**src/design/cnd_pkg.sv**
```systemverilog
`timescale 1ns / 1ps
`default_nettype none
// ----------------------------------------------------------------------------
// cnd_pkg
// Types, codes and character tables for the cpio newc stream deframer.
// ----------------------------------------------------------------------------
package cnd_pkg;

   localparam int HEADER_BYTES = 110;

   // parser phases
   localparam logic [2:0] PH_HDR_PAD  = 3'd0;
   localparam logic [2:0] PH_HEADER   = 3'd1;
   localparam logic [2:0] PH_NAME     = 3'd2;
   localparam logic [2:0] PH_DATA_PAD = 3'd3;
   localparam logic [2:0] PH_DATA     = 3'd4;
   localparam logic [2:0] PH_STOPPED  = 3'd5;

   // byte kinds
   localparam logic [2:0] KIND_HEADER  = 3'd0;
   localparam logic [2:0] KIND_NAME    = 3'd1;
   localparam logic [2:0] KIND_DATA    = 3'd2;
   localparam logic [2:0] KIND_PAD     = 3'd3;
   localparam logic [2:0] KIND_TRAILER = 3'd4;
   localparam logic [2:0] KIND_IGNORED = 3'd5;

   // status codes
   localparam logic [2:0] ST_RUNNING    = 3'd0;
   localparam logic [2:0] ST_TRAILER    = 3'd1;
   localparam logic [2:0] ST_BAD_MAGIC  = 3'd2;
   localparam logic [2:0] ST_TRUNCATED  = 3'd3;
   localparam logic [2:0] ST_UNTERM     = 3'd4;
   localparam logic [2:0] ST_QUIET_END  = 3'd5;

   // header layout
   localparam logic [6:0] MAGIC_LAST    = 7'd5;
   localparam logic [6:0] FILESIZE_LAST = 7'd61;
   localparam logic [6:0] NAMESIZE_LAST = 7'd101;
   localparam logic [6:0] HEADER_LAST   = 7'(HEADER_BYTES - 1);

   // trailer name match tracking
   localparam logic [4:0] TM_NUL_NEXT = 5'd10;
   localparam logic [4:0] TM_MATCHED  = 5'd11;
   localparam logic [4:0] TM_FAILED   = 5'd31;

   typedef struct packed {
      logic [2:0]  byte_kind;
      logic [7:0]  byte_out;
      logic        header_done;
      logic [31:0] file_size;
      logic [31:0] name_length;
      logic        entry_end;
      logic [2:0]  status;
   } result_type;

   function automatic logic [3:0] hex_nibble(input logic [7:0] c);
      logic [3:0] n;
      n = 4'd0;
      if (c >= 8'h30 && c <= 8'h39) begin
         n = 4'(c - 8'h30);
      end else if (c >= 8'h41 && c <= 8'h46) begin
         n = 4'(c - 8'h37);
      end
      return n;
   endfunction

   // "07070" for the first five magic characters
   function automatic logic [7:0] magic_char(input logic [2:0] idx);
      return idx[0] ? 8'h37 : 8'h30;
   endfunction

   // "TRAILER!!!"
   function automatic logic [7:0] trailer_char(input logic [3:0] idx);
      logic [7:0] c;
      case (idx)
         4'd0:    c = 8'h54;
         4'd1:    c = 8'h52;
         4'd2:    c = 8'h41;
         4'd3:    c = 8'h49;
         4'd4:    c = 8'h4C;
         4'd5:    c = 8'h45;
         4'd6:    c = 8'h52;
         default: c = 8'h21;
      endcase
      return c;
   endfunction

endpackage
`default_nettype wire

```
**src/design/cpio_newc_stream_deframer.sv**
```systemverilog
`timescale 1ns / 1ps
`default_nettype none
// ----------------------------------------------------------------------------
// cpio_newc_stream_deframer
// Parses a cpio newc archive byte stream and tags every byte.
//
// The req_ channel carries one archive byte per transfer, with req_last_byte
// on the final byte of a buffer; the next byte starts a fresh archive.
// The rsp_ channel returns one result per byte: its kind, the byte itself,
// the decoded size fields, header and entry markers, and the parse status.
// A byte goes through an input register, the parse logic and an output
// register: the result is offered from the output register, which loads
// the parse result when the byte in the input register advances.
// One byte is taken every cycle as long as the output is drained; the
// parser state loop (phase, counters, size registers) updates once per byte.
// Under rsp_stall the output register holds, the input register fills,
// and req_stall then rises until the result is taken.
// Reset empties both registers and returns the parser to header padding
// at offset zero, as at the start of a buffer.
// ----------------------------------------------------------------------------
module cpio_newc_stream_deframer #(
   parameter int ALIGN_BYTES = 4
) (
   input  wire logic        clock,
   input  wire logic        reset,
   input  wire logic        req_valid,
   output logic             req_stall,
   input  wire logic [7:0]  req_data_byte,
   input  wire logic        req_last_byte,
   output logic             rsp_valid,
   input  wire logic        rsp_stall,
   output logic [2:0]       rsp_byte_kind,
   output logic [7:0]       rsp_byte_out,
   output logic             rsp_header_done,
   output logic [31:0]      rsp_file_size,
   output logic [31:0]      rsp_name_length,
   output logic             rsp_entry_end,
   output logic [2:0]       rsp_status
);

   logic                in_valid_ff, in_valid_in;
   logic [7:0]          in_byte_ff;
   logic                in_last_ff;
   logic                out_valid_ff, out_valid_in;
   cnd_pkg::result_type out_ff;
   cnd_pkg::result_type result;
   logic                advance;
   logic                req_take;
   logic                rsp_take;

   assign advance   = in_valid_ff && (!out_valid_ff || !rsp_stall);
   assign req_stall = in_valid_ff && !advance;
   assign req_take  = req_valid && !req_stall;
   assign rsp_take  = out_valid_ff && !rsp_stall;

   always_comb begin
      in_valid_in = in_valid_ff;
      if (req_take) begin
         in_valid_in = 1'b1;
      end else if (advance) begin
         in_valid_in = 1'b0;
      end
      out_valid_in = out_valid_ff;
      if (advance) begin
         out_valid_in = 1'b1;
      end else if (rsp_take) begin
         out_valid_in = 1'b0;
      end
   end

   cnd_core #(
      .ALIGN_BYTES (ALIGN_BYTES)
   ) u_core (
      .clock     (clock),
      .reset     (reset),
      .step      (advance),
      .data_byte (in_byte_ff),
      .last_byte (in_last_ff),
      .result    (result)
   );

   always_ff @(posedge clock) begin
      if (reset) begin
         in_valid_ff  <= 1'b0;
         out_valid_ff <= 1'b0;
      end else begin
         in_valid_ff  <= in_valid_in;
         out_valid_ff <= out_valid_in;
      end
   end

   always_ff @(posedge clock) begin
      if (req_take) begin
         in_byte_ff <= req_data_byte;
         in_last_ff <= req_last_byte;
      end
      if (advance) begin
         out_ff <= result;
      end
   end

   assign rsp_valid       = out_valid_ff;
   assign rsp_byte_kind   = out_ff.byte_kind;
   assign rsp_byte_out    = out_ff.byte_out;
   assign rsp_header_done = out_ff.header_done;
   assign rsp_file_size   = out_ff.file_size;
   assign rsp_name_length = out_ff.name_length;
   assign rsp_entry_end   = out_ff.entry_end;
   assign rsp_status      = out_ff.status;

endmodule
`default_nettype wire

```
**src/design/cnd_core.sv**
```systemverilog
`timescale 1ns / 1ps
`default_nettype none
// ----------------------------------------------------------------------------
// cnd_core
// Parser state and the per-byte next-state logic; one byte per step.
// ----------------------------------------------------------------------------
module cnd_core #(
   parameter int ALIGN_BYTES = 4
) (
   input  wire logic              clock,
   input  wire logic              reset,
   input  wire logic              step,
   input  wire logic [7:0]        data_byte,
   input  wire logic              last_byte,
   output cnd_pkg::result_type    result
);

   localparam int OFS_W = (ALIGN_BYTES > 1) ? $clog2(ALIGN_BYTES) : 1;
   localparam logic [OFS_W:0] ALIGN_CNT = (OFS_W + 1)'(ALIGN_BYTES);

   logic [2:0]       phase_ff, phase_in;
   logic [6:0]       idx_ff, idx_in;
   logic [31:0]      acc_ff, acc_in;
   logic [31:0]      fsize_ff, fsize_in;
   logic [31:0]      nsize_ff, nsize_in;
   logic [31:0]      remain_ff, remain_in;
   logic [OFS_W-1:0] ofs_ff, ofs_in;
   logic             magic_ff, magic_in;
   logic [4:0]       tm_ff, tm_in;
   logic [2:0]       stop_st_ff, stop_st_in;

   logic [2:0]       cur_phase;
   logic [6:0]       cur_idx;
   logic             cur_magic;
   logic [4:0]       cur_tm;
   logic [OFS_W:0]   ofs_inc;
   logic [OFS_W-1:0] ofs_nxt;
   logic [31:0]      remain_dec;
   logic             magic_hit;
   logic [2:0]       kind;
   logic [2:0]       st;
   logic             hdone;
   logic             eend;
   logic             complete;
   logic             stop;

   assign ofs_inc    = {1'b0, ofs_ff} + 1'b1;
   assign ofs_nxt    = (ofs_inc >= ALIGN_CNT) ? '0 : ofs_inc[OFS_W-1:0];
   assign remain_dec = remain_ff - 32'd1;

   // an aligned offset in header padding opens a new header right away
   always_comb begin
      cur_phase = phase_ff;
      cur_idx   = idx_ff;
      cur_magic = magic_ff;
      cur_tm    = tm_ff;
      if (phase_ff == cnd_pkg::PH_HDR_PAD && ofs_ff == '0) begin
         cur_phase = cnd_pkg::PH_HEADER;
         cur_idx   = '0;
         cur_magic = 1'b1;
         cur_tm    = '0;
      end
   end

   always_comb begin
      if (cur_idx == cnd_pkg::MAGIC_LAST) begin
         magic_hit = (data_byte == 8'h31) || (data_byte == 8'h32);
      end else begin
         magic_hit = (data_byte == cnd_pkg::magic_char(cur_idx[2:0]));
      end
   end

   always_comb begin
      phase_in   = phase_ff;
      idx_in     = idx_ff;
      acc_in     = acc_ff;
      fsize_in   = fsize_ff;
      nsize_in   = nsize_ff;
      remain_in  = remain_ff;
      magic_in   = magic_ff;
      tm_in      = tm_ff;
      stop_st_in = stop_st_ff;
      ofs_in     = ofs_nxt;
      kind       = cnd_pkg::KIND_HEADER;
      st         = cnd_pkg::ST_RUNNING;
      hdone      = 1'b0;
      eend       = 1'b0;
      complete   = 1'b0;
      stop       = 1'b0;

      if (phase_ff == cnd_pkg::PH_STOPPED) begin
         kind = cnd_pkg::KIND_IGNORED;
         st   = stop_st_ff;
      end else begin
         phase_in = cur_phase;
         idx_in   = cur_idx;
         magic_in = cur_magic;
         tm_in    = cur_tm;
         unique case (cur_phase)
            cnd_pkg::PH_HDR_PAD: begin
               kind = cnd_pkg::KIND_PAD;
            end
            cnd_pkg::PH_HEADER: begin
               kind = cnd_pkg::KIND_HEADER;
               if (cur_idx <= cnd_pkg::MAGIC_LAST) begin
                  if (!magic_hit) begin
                     magic_in = 1'b0;
                  end
               end else begin
                  acc_in = {acc_ff[27:0], cnd_pkg::hex_nibble(data_byte)};
                  if (cur_idx == cnd_pkg::FILESIZE_LAST) begin
                     fsize_in = acc_in;
                  end
                  if (cur_idx == cnd_pkg::NAMESIZE_LAST) begin
                     nsize_in = acc_in;
                  end
               end
               if (cur_idx >= cnd_pkg::HEADER_LAST) begin
                  hdone = 1'b1;
                  if (!magic_in) begin
                     st   = cnd_pkg::ST_BAD_MAGIC;
                     stop = 1'b1;
                  end else if (nsize_in == '0) begin
                     st   = cnd_pkg::ST_UNTERM;
                     stop = 1'b1;
                  end else begin
                     phase_in  = cnd_pkg::PH_NAME;
                     remain_in = nsize_in;
                     tm_in     = '0;
                  end
               end else begin
                  idx_in = cur_idx + 7'd1;
               end
            end
            cnd_pkg::PH_NAME: begin
               if (cur_tm < cnd_pkg::TM_NUL_NEXT) begin
                  tm_in = (data_byte == cnd_pkg::trailer_char(cur_tm[3:0])) ?
                          cur_tm + 5'd1 : cnd_pkg::TM_FAILED;
               end else if (cur_tm == cnd_pkg::TM_NUL_NEXT) begin
                  tm_in = (data_byte == 8'h00) ? cnd_pkg::TM_MATCHED : cnd_pkg::TM_FAILED;
               end
               kind      = (tm_in == cnd_pkg::TM_MATCHED) ?
                           cnd_pkg::KIND_TRAILER : cnd_pkg::KIND_NAME;
               remain_in = remain_dec;
               if (remain_dec == '0) begin
                  if (data_byte != 8'h00) begin
                     st   = cnd_pkg::ST_UNTERM;
                     stop = 1'b1;
                  end else if (ofs_nxt != '0) begin
                     phase_in = cnd_pkg::PH_DATA_PAD;
                  end else if (fsize_ff != '0) begin
                     phase_in  = cnd_pkg::PH_DATA;
                     remain_in = fsize_ff;
                  end else begin
                     complete = 1'b1;
                  end
               end
            end
            cnd_pkg::PH_DATA_PAD: begin
               kind = (cur_tm == cnd_pkg::TM_MATCHED) ? cnd_pkg::KIND_TRAILER : cnd_pkg::KIND_PAD;
               if (ofs_nxt == '0) begin
                  if (fsize_ff != '0) begin
                     phase_in  = cnd_pkg::PH_DATA;
                     remain_in = fsize_ff;
                  end else begin
                     complete = 1'b1;
                  end
               end
            end
            default: begin
               // file data
               kind = (cur_tm == cnd_pkg::TM_MATCHED) ? cnd_pkg::KIND_TRAILER : cnd_pkg::KIND_DATA;
               remain_in = remain_dec;
               if (remain_dec == '0) begin
                  complete = 1'b1;
               end
            end
         endcase

         if (complete) begin
            if (tm_in == cnd_pkg::TM_MATCHED) begin
               st   = cnd_pkg::ST_TRAILER;
               stop = 1'b1;
            end else begin
               eend     = 1'b1;
               phase_in = cnd_pkg::PH_HDR_PAD;
               if (last_byte) begin
                  st = cnd_pkg::ST_QUIET_END;
               end
            end
         end else if (last_byte && !stop) begin
            st = cnd_pkg::ST_TRUNCATED;
         end
      end

      if (stop) begin
         phase_in   = cnd_pkg::PH_STOPPED;
         stop_st_in = st;
      end

      result.byte_kind   = kind;
      result.byte_out    = data_byte;
      result.header_done = hdone;
      result.file_size   = fsize_in;
      result.name_length = nsize_in;
      result.entry_end   = eend;
      result.status      = st;

      // end of buffer: start over on the next byte
      if (last_byte) begin
         phase_in   = cnd_pkg::PH_HDR_PAD;
         idx_in     = '0;
         acc_in     = '0;
         fsize_in   = '0;
         nsize_in   = '0;
         remain_in  = '0;
         ofs_in     = '0;
         magic_in   = 1'b1;
         tm_in      = '0;
         stop_st_in = cnd_pkg::ST_RUNNING;
      end
   end

   always_ff @(posedge clock) begin
      if (reset) begin
         phase_ff   <= cnd_pkg::PH_HDR_PAD;
         idx_ff     <= '0;
         acc_ff     <= '0;
         fsize_ff   <= '0;
         nsize_ff   <= '0;
         remain_ff  <= '0;
         ofs_ff     <= '0;
         magic_ff   <= 1'b1;
         tm_ff      <= '0;
         stop_st_ff <= cnd_pkg::ST_RUNNING;
      end else if (step) begin
         phase_ff   <= phase_in;
         idx_ff     <= idx_in;
         acc_ff     <= acc_in;
         fsize_ff   <= fsize_in;
         nsize_ff   <= nsize_in;
         remain_ff  <= remain_in;
         ofs_ff     <= ofs_in;
         magic_ff   <= magic_in;
         tm_ff      <= tm_in;
         stop_st_ff <= stop_st_in;
      end
   end

endmodule
`default_nettype wire
```
**config.mk**
```make
export PLATFORM = sky130hd
export DESIGN_NAME = cpio_newc_stream_deframer
export DESIGN_NICKNAME = d
export VERILOG_FILES = /design/src/design/cnd_pkg.sv /design/src/design/cpio_newc_stream_deframer.sv /design/src/design/cnd_core.sv
export SDC_FILE = /design/constraint.sdc
export NUM_CORES = 1
export LEC_CHECK = 0
export ABC_AREA = 1
export BUFFER_PORTS_ARGS = -buffer_cell sky130_fd_sc_hd__buf_2
export CAP_MARGIN = 20
export CORE_AREA = 2 2 230 232
export DETAILED_ROUTE_END_ITERATION = 7
export DIE_AREA = 0 0 232 234
export GPL_TIMING_DRIVEN = 0
export PLACE_DENSITY_LB_ADDON = 0.2
export SKIP_LAST_GASP = 1
export SLEW_MARGIN = 10
export SYNTH_ARGS = -nofsm -noshare
export SYNTH_HDL_FRONTEND = slang
export SYNTH_SLANG_ARGS = --single-unit
```
**constraint.sdc**
```tcl
create_clock -name clock -period 19.01 [get_ports clock]
set_input_delay 4.7525 -clock clock [delete_from_list [all_inputs] [get_ports clock]]
set_output_delay 4.7525 -clock clock [all_outputs]
set_load 0.01 [all_outputs]
```
-- Yosys cells after proc, flatten, opt, wreduce, memory -nomap -nowiden
Cells that the tools add are included.
- order comparisons: 8
- eq/ne operators: 30
- multiplexer cells: 121
- add/sub/neg operators: 6
- reductions and logical operators: 39
- bitwise operators: 2
- operators by type and width (kind ; count):
    $mux 32 ; 23
    $pmux 32 s4 ; 1
    $mux 28 ; 4
    $mux 3 ; 30
    $mux 5 ; 13
    $logic_not 32->1 ; 2
    $pmux 7 s6 ; 1
    $mux 7 ; 5
    $reduce_bool 32->1 ; 1
    $sub 32x1->32 const B ; 1
    $mux 1 ; 31
    $mux 8 ; 3
    $eq 5x4->1 const B ; 4
    $eq 8x6->1 const B ; 2
    $ne 3x2->1 const B ; 5
    $eq 4x3->1 const B ; 3
    $pmux 3 s4 ; 1
    $pmux 5 s2 ; 1
    $reduce_bool 2->1 ; 5
    $pmux 3 s3 ; 1
    $eq 4x2->1 const B ; 2
    $eq 8x6->1 ; 1
    $eq 8x8->1 ; 1
    $ge 8x6->1 const B ; 1
    other kinds (39) ; 64
- flip-flop bits (word level): 236
- logic and storage cells: 227
- input port bits: 13
- output and inout port bits: 82

-- Logic depth before layout (Yosys ltp)
- depth after elaboration: 22
- mapped depth: 33
- depth with buffers taken out: 31

-- Modules after synthesis
A second synthesis with hierarchy kept.
- cells, all modules: 1793
- area, all modules: 13082.5 um2
- modules (own cells, without submodules) (module ; cells an instance ; instances ; area each (um2) ; seq. area each (um2)):
    cnd_core ; 1692 ; 1 ; 10318.6 ; 2902.8
    cpio_newc_stream_deframer ; 101 ; 1 ; 2763.9 ; 2712.6

-- Worst setup path after synthesis
OpenSTA, ideal clock, no wires.
- path kind: input -> register
- from: input port rsp_stall
- to: register u_core.acc_ff[19]
- required time: 18924 ps
- stages: 11
- path slack: 7939 ps
- buffers on the path: 2
- setup time: 86 ps
- arrival time: 10986 ps
- path through: nand2_1 -> inv_1 -> nor2_1 -> clkinv_1 -> a21oi_1 -> inv_1 -> a21oi_1 -> nand2_1 -> clkbuf_1 -> buf_1 -> a211oi_1
- word-level cells in the longest chain between the ends: 4
- RTL lines (element ; RTL line ; text):
    start: declaration ; cpio_newc_stream_deframer.sv:31 ; input wire logic rsp_stall,
    $logic_not 1->1 ; cpio_newc_stream_deframer.sv:51 ; assign advance = in_valid_ff && (!out_valid_ff || !rsp_stall);
    $logic_or 1x1->1 ; cpio_newc_stream_deframer.sv:51 ;
    $logic_and 1x1->1 ; cpio_newc_stream_deframer.sv:51 ;
    via advance ; cpio_newc_stream_deframer.sv:47 ; logic advance;
    $reduce_and 4->1 (no line) ; - ;
    end signal: assignment ; cnd_core.sv:239 ; acc_ff <= acc_in;
    end: declaration ; cnd_core.sv:23 ; logic [31:0] acc_ff, acc_in;
The timed path passes the listed nets, and every way through them passes these cells.
A chain may end at the register's enable or synchronous reset.

-- Worst setup path in the final report
- from: input port rsp_stall
- to: output port req_stall
- word-level cells in the longest chain between the ends: 5
- RTL lines (element ; RTL line ; text):
    $logic_not 1->1 ; cpio_newc_stream_deframer.sv:51 ;
    $logic_or 1x1->1 ; cpio_newc_stream_deframer.sv:51 ;
    $logic_and 1x1->1 ; cpio_newc_stream_deframer.sv:51 ;
    $logic_not 1->1 ; cpio_newc_stream_deframer.sv:52 ; assign req_stall = in_valid_ff && !advance;
    $logic_and 1x1->1 ; cpio_newc_stream_deframer.sv:52 ;
    end: declaration ; cpio_newc_stream_deframer.sv:27 ; output logic req_stall,
Every way passes these cells.

==> results.cfg <==
[place]
io_buffers = 93
dp_hpwl_um = 38000
dp.cells = 2525
gp_congestion = 0.8992

[synth]
ys_types = 53
synth-seq-cells = 236
yosysSeqAreaShare_pct = 43.72
synth_compound_area_share_pct = 16.67
yosys_warnings = 0
synth-xor-area-share_pct = 2.036
syn-instance-count = 1742
syn_nets = 1771
synth_top_family_by_area = simple AND/OR/NAND/NOR gates
netlist_area_mm2 = 0.01284
synthSimpleGateAreaFrac_pct = 28.14
avgSynthCellArea_um2 = 7.373
yosys.area_share.adder_pct = 1.559
muxShareOfSynthArea_pct = 0

[final_layout]
layout.cells.non_filler = 2577
final_common_cell = nand2_1
mostFrequentLayoutCells = 498 x nand2_1, 209 x a21oi_1, 149 x inv_1
drive_above_1_share_pct = 11.59
area_delta_synth_final_pct = 17.38
fin_nets = 1896
n_antenna_cell = 0

[pwr]
p_leak_uw = 0.006046
ir_drop_mv = 0.06509
powerDensity_mw_per_mm2 = 82.79

[clocking]
ctsHoldBuffers = 0
cts_inserted_buffers = 28
post_cts.repair.setup_buffers = 0
cts_buffer_depth = 3
cts_max_level = 1
cts.repair.resized = 0
path_clk_slew_ps = 60
clock_latency_ps = 580
cts_tree = done
cts_root_buf = clkbuf_16
numClockSinks = 236

[die]
pin_count = 95
dieHeight_um = 234
core_mm2 = 0.05202
dieArea_mm2 = 0.05429
start_util_pct = 24.69
die_w_um = 232
rows = 84

[setup_path]
start_kind = primary input
endpoint_kind = output port
arrival_ps = 5290
cp_max_fo = 3
crit_type = in -> out
rrSetupSlack_ps = 14110
r2r_start = u_core.ofs_ff[0]$_SDFFE_PP0P_
startpoint = rsp_stall
required_ps = 14260

[sta]
hold_viol = 0
rsz0062_at_grt = no
fmax_mhz = 99.61
final.setup.tns_ps = 0
setup_viol = 0
finClkSkew_ps = 18.36
relSlewSlack_pct = 37.00
fin_crit_ps = 10040
slew_viol_final = 0
fin_crit_sh_pct = 52.81
worstMarginPinSlew_ps = 945.0

[global_route]
overflow = 0
grt_pass1_wl_um = 73420
grt_pass1_vias = 11930
grt_max_degree = 32
antenna_found_initial = 0
grt_use_total_pct = 17.75

[job]
maxCapViolCount = 0

[routing]
avgViaCountPerCell = 4.932
drt_wl_total_um = 48920
ant_nets = 0
first_pass_iters = 5
drcViolationCount = 0
wire_per_inst_um = 18.98
vias = 12710
drtIter0Drc = 1104

[outcome]
status = finished, final reports clean

[worst_hold_path]
min-delay-path-class = reg -> reg
hp-start = u_core.stop_st_ff[1]$_SDFFE_PP0P_
per-stage QoR:
step / hold slack, ps / power [uW] / utilization [%] / cell area (um2) / worst slack (ps)
after detailed placement: 446.4 / 743.3 / 27.33 / 14220 / 8940
final: 461.5 / 1248 / 28.98 / 15080 / 8971
after CTS: 462.4 / 1260 / 28.98 / 15080 / 8934
after floorplan: 425.5 / 676.2 / - / 12840 / 7939
after global routing: 473.2 / 1300 / 28.98 / 15080 / 8881
after global placement: 436.7 / 742.9 / 27.24 / 14170 / 3163
Yosys cell counts, drive strengths merged:
| cell | number | share of area [%] |
|---|---|---|
| nand2 | 501 | 15 |
| xnor2 | 8 | 0.55 |
| o2111ai | 2 | 0.14 |
| buf | 32 | 1.5 |
| a31oi | 4 | 0.19 |
| a21boi | 1 | 0.088 |
| o22ai | 1 | 0.049 |
| edfxtp | 89 | 21 |
| or3b | 1 | 0.068 |
| o211ai | 22 | 1.3 |
| o21bai | 1 | 0.058 |
| nand3 | 135 | 5.6 |
| or2 | 16 | 0.78 |
| nor2 | 119 | 4.1 |
| inv | 159 | 4.6 |
| nor4 | 13 | 0.75 |
| o21ai | 109 | 4.4 |
| clkinv | 2 | 0.058 |
| a32o | 1 | 0.078 |
| nand3b | 3 | 0.27 |
| and3 | 1 | 0.049 |
| dfxtp | 147 | 23 |
| o311ai | 1 | 0.068 |
| nand4 | 21 | 1.2 |
| o31ai | 2 | 0.12 |
| a211oi | 27 | 1.6 |
| clkbuf | 56 | 1.6 |
| ha | 16 | 1.6 |
| nor3 | 15 | 0.62 |
| a21oi | 210 | 8.2 |
| xor2 | 21 | 1.5 |
| o221ai | 6 | 0.41 |
kinds of logic after synthesis:
family,count (synthesis)
fa+ha+maj,16
compound gates,387
simple gates,825
buf+inv,249
flops,236
xor+xnor,29
final cells by class:
type                            count  area, um2
Clock inverter                     15      113.9
Sequential cell                   236       5615
Inverter                          161      604.3
Clock buffer                       37      744.5
Buffer                             88      406.6
Fill cell                        5701      36950
Multi-Input combinational cell   1257       6225
Timing Repair Buffer               95      505.5
Tap cell                          688      860.8
sequential cells by signal, indices dropped and copies added, names as in the netlist:
register and cells:
u_core.acc_ff 28, rsp_byte_out 8, u_core.remain_ff 32, u_core.stop_st_ff 3, rsp_valid 1, u_core.tm_ff 5, u_core.nsize_ff 32, u_core.idx_ff 7
u_core.fsize_ff 32, rsp_file_size 32, u_core.phase_ff 3, in_valid_ff 1, in_byte_ff 8, rsp_byte_kind 3, u_core.magic_ff 1, rsp_name_length 32
rsp_status 3, rsp_header_done 1, u_core.ofs_ff 2, in_last_ff 1, rsp_entry_end 1
path summary, 6_finish.rpt:
| path | cells after the start | to |
|---|---|---|
| worst max-delay path | 4 | req_stall |
| worst min-delay path | 2 | u_core.stop_st_ff[1]$_SDFFE_PP0P_ |
| worst max register to register | 32 | u_core.stop_st_ff[2]$_SDFFE_PP0P_ |
| worst min register to register | 2 | u_core.stop_st_ff[1]$_SDFFE_PP0P_ |
power by group:
group | internal, uW | leakage (uW) | switching [uW]
Sequential | 536 | 0.00210 | 6.81
Clock | 289 | 0.000415 | 224
Combinational | 49.0 | 0.00353 | 143
Total | 874 | 0.00605 | 374
critical path, stage by stage:
cell and delay (ps):
buf_2 70, nand2_1 90, nor2_1 190, buf_2 170
per-layer routing:
layer	up-vias	track usage [%]	part of all wire, %	wire (um)
li1	6107	-	-	-
met1	6069	23.90	45	21800
met2	457	29.61	47	22750
met3	76	1.970	5.7	2768
met4	0	5.889	3.3	1603
met5	-	0	0	0
No activity file was read; power rests on OpenSTA's default activity.
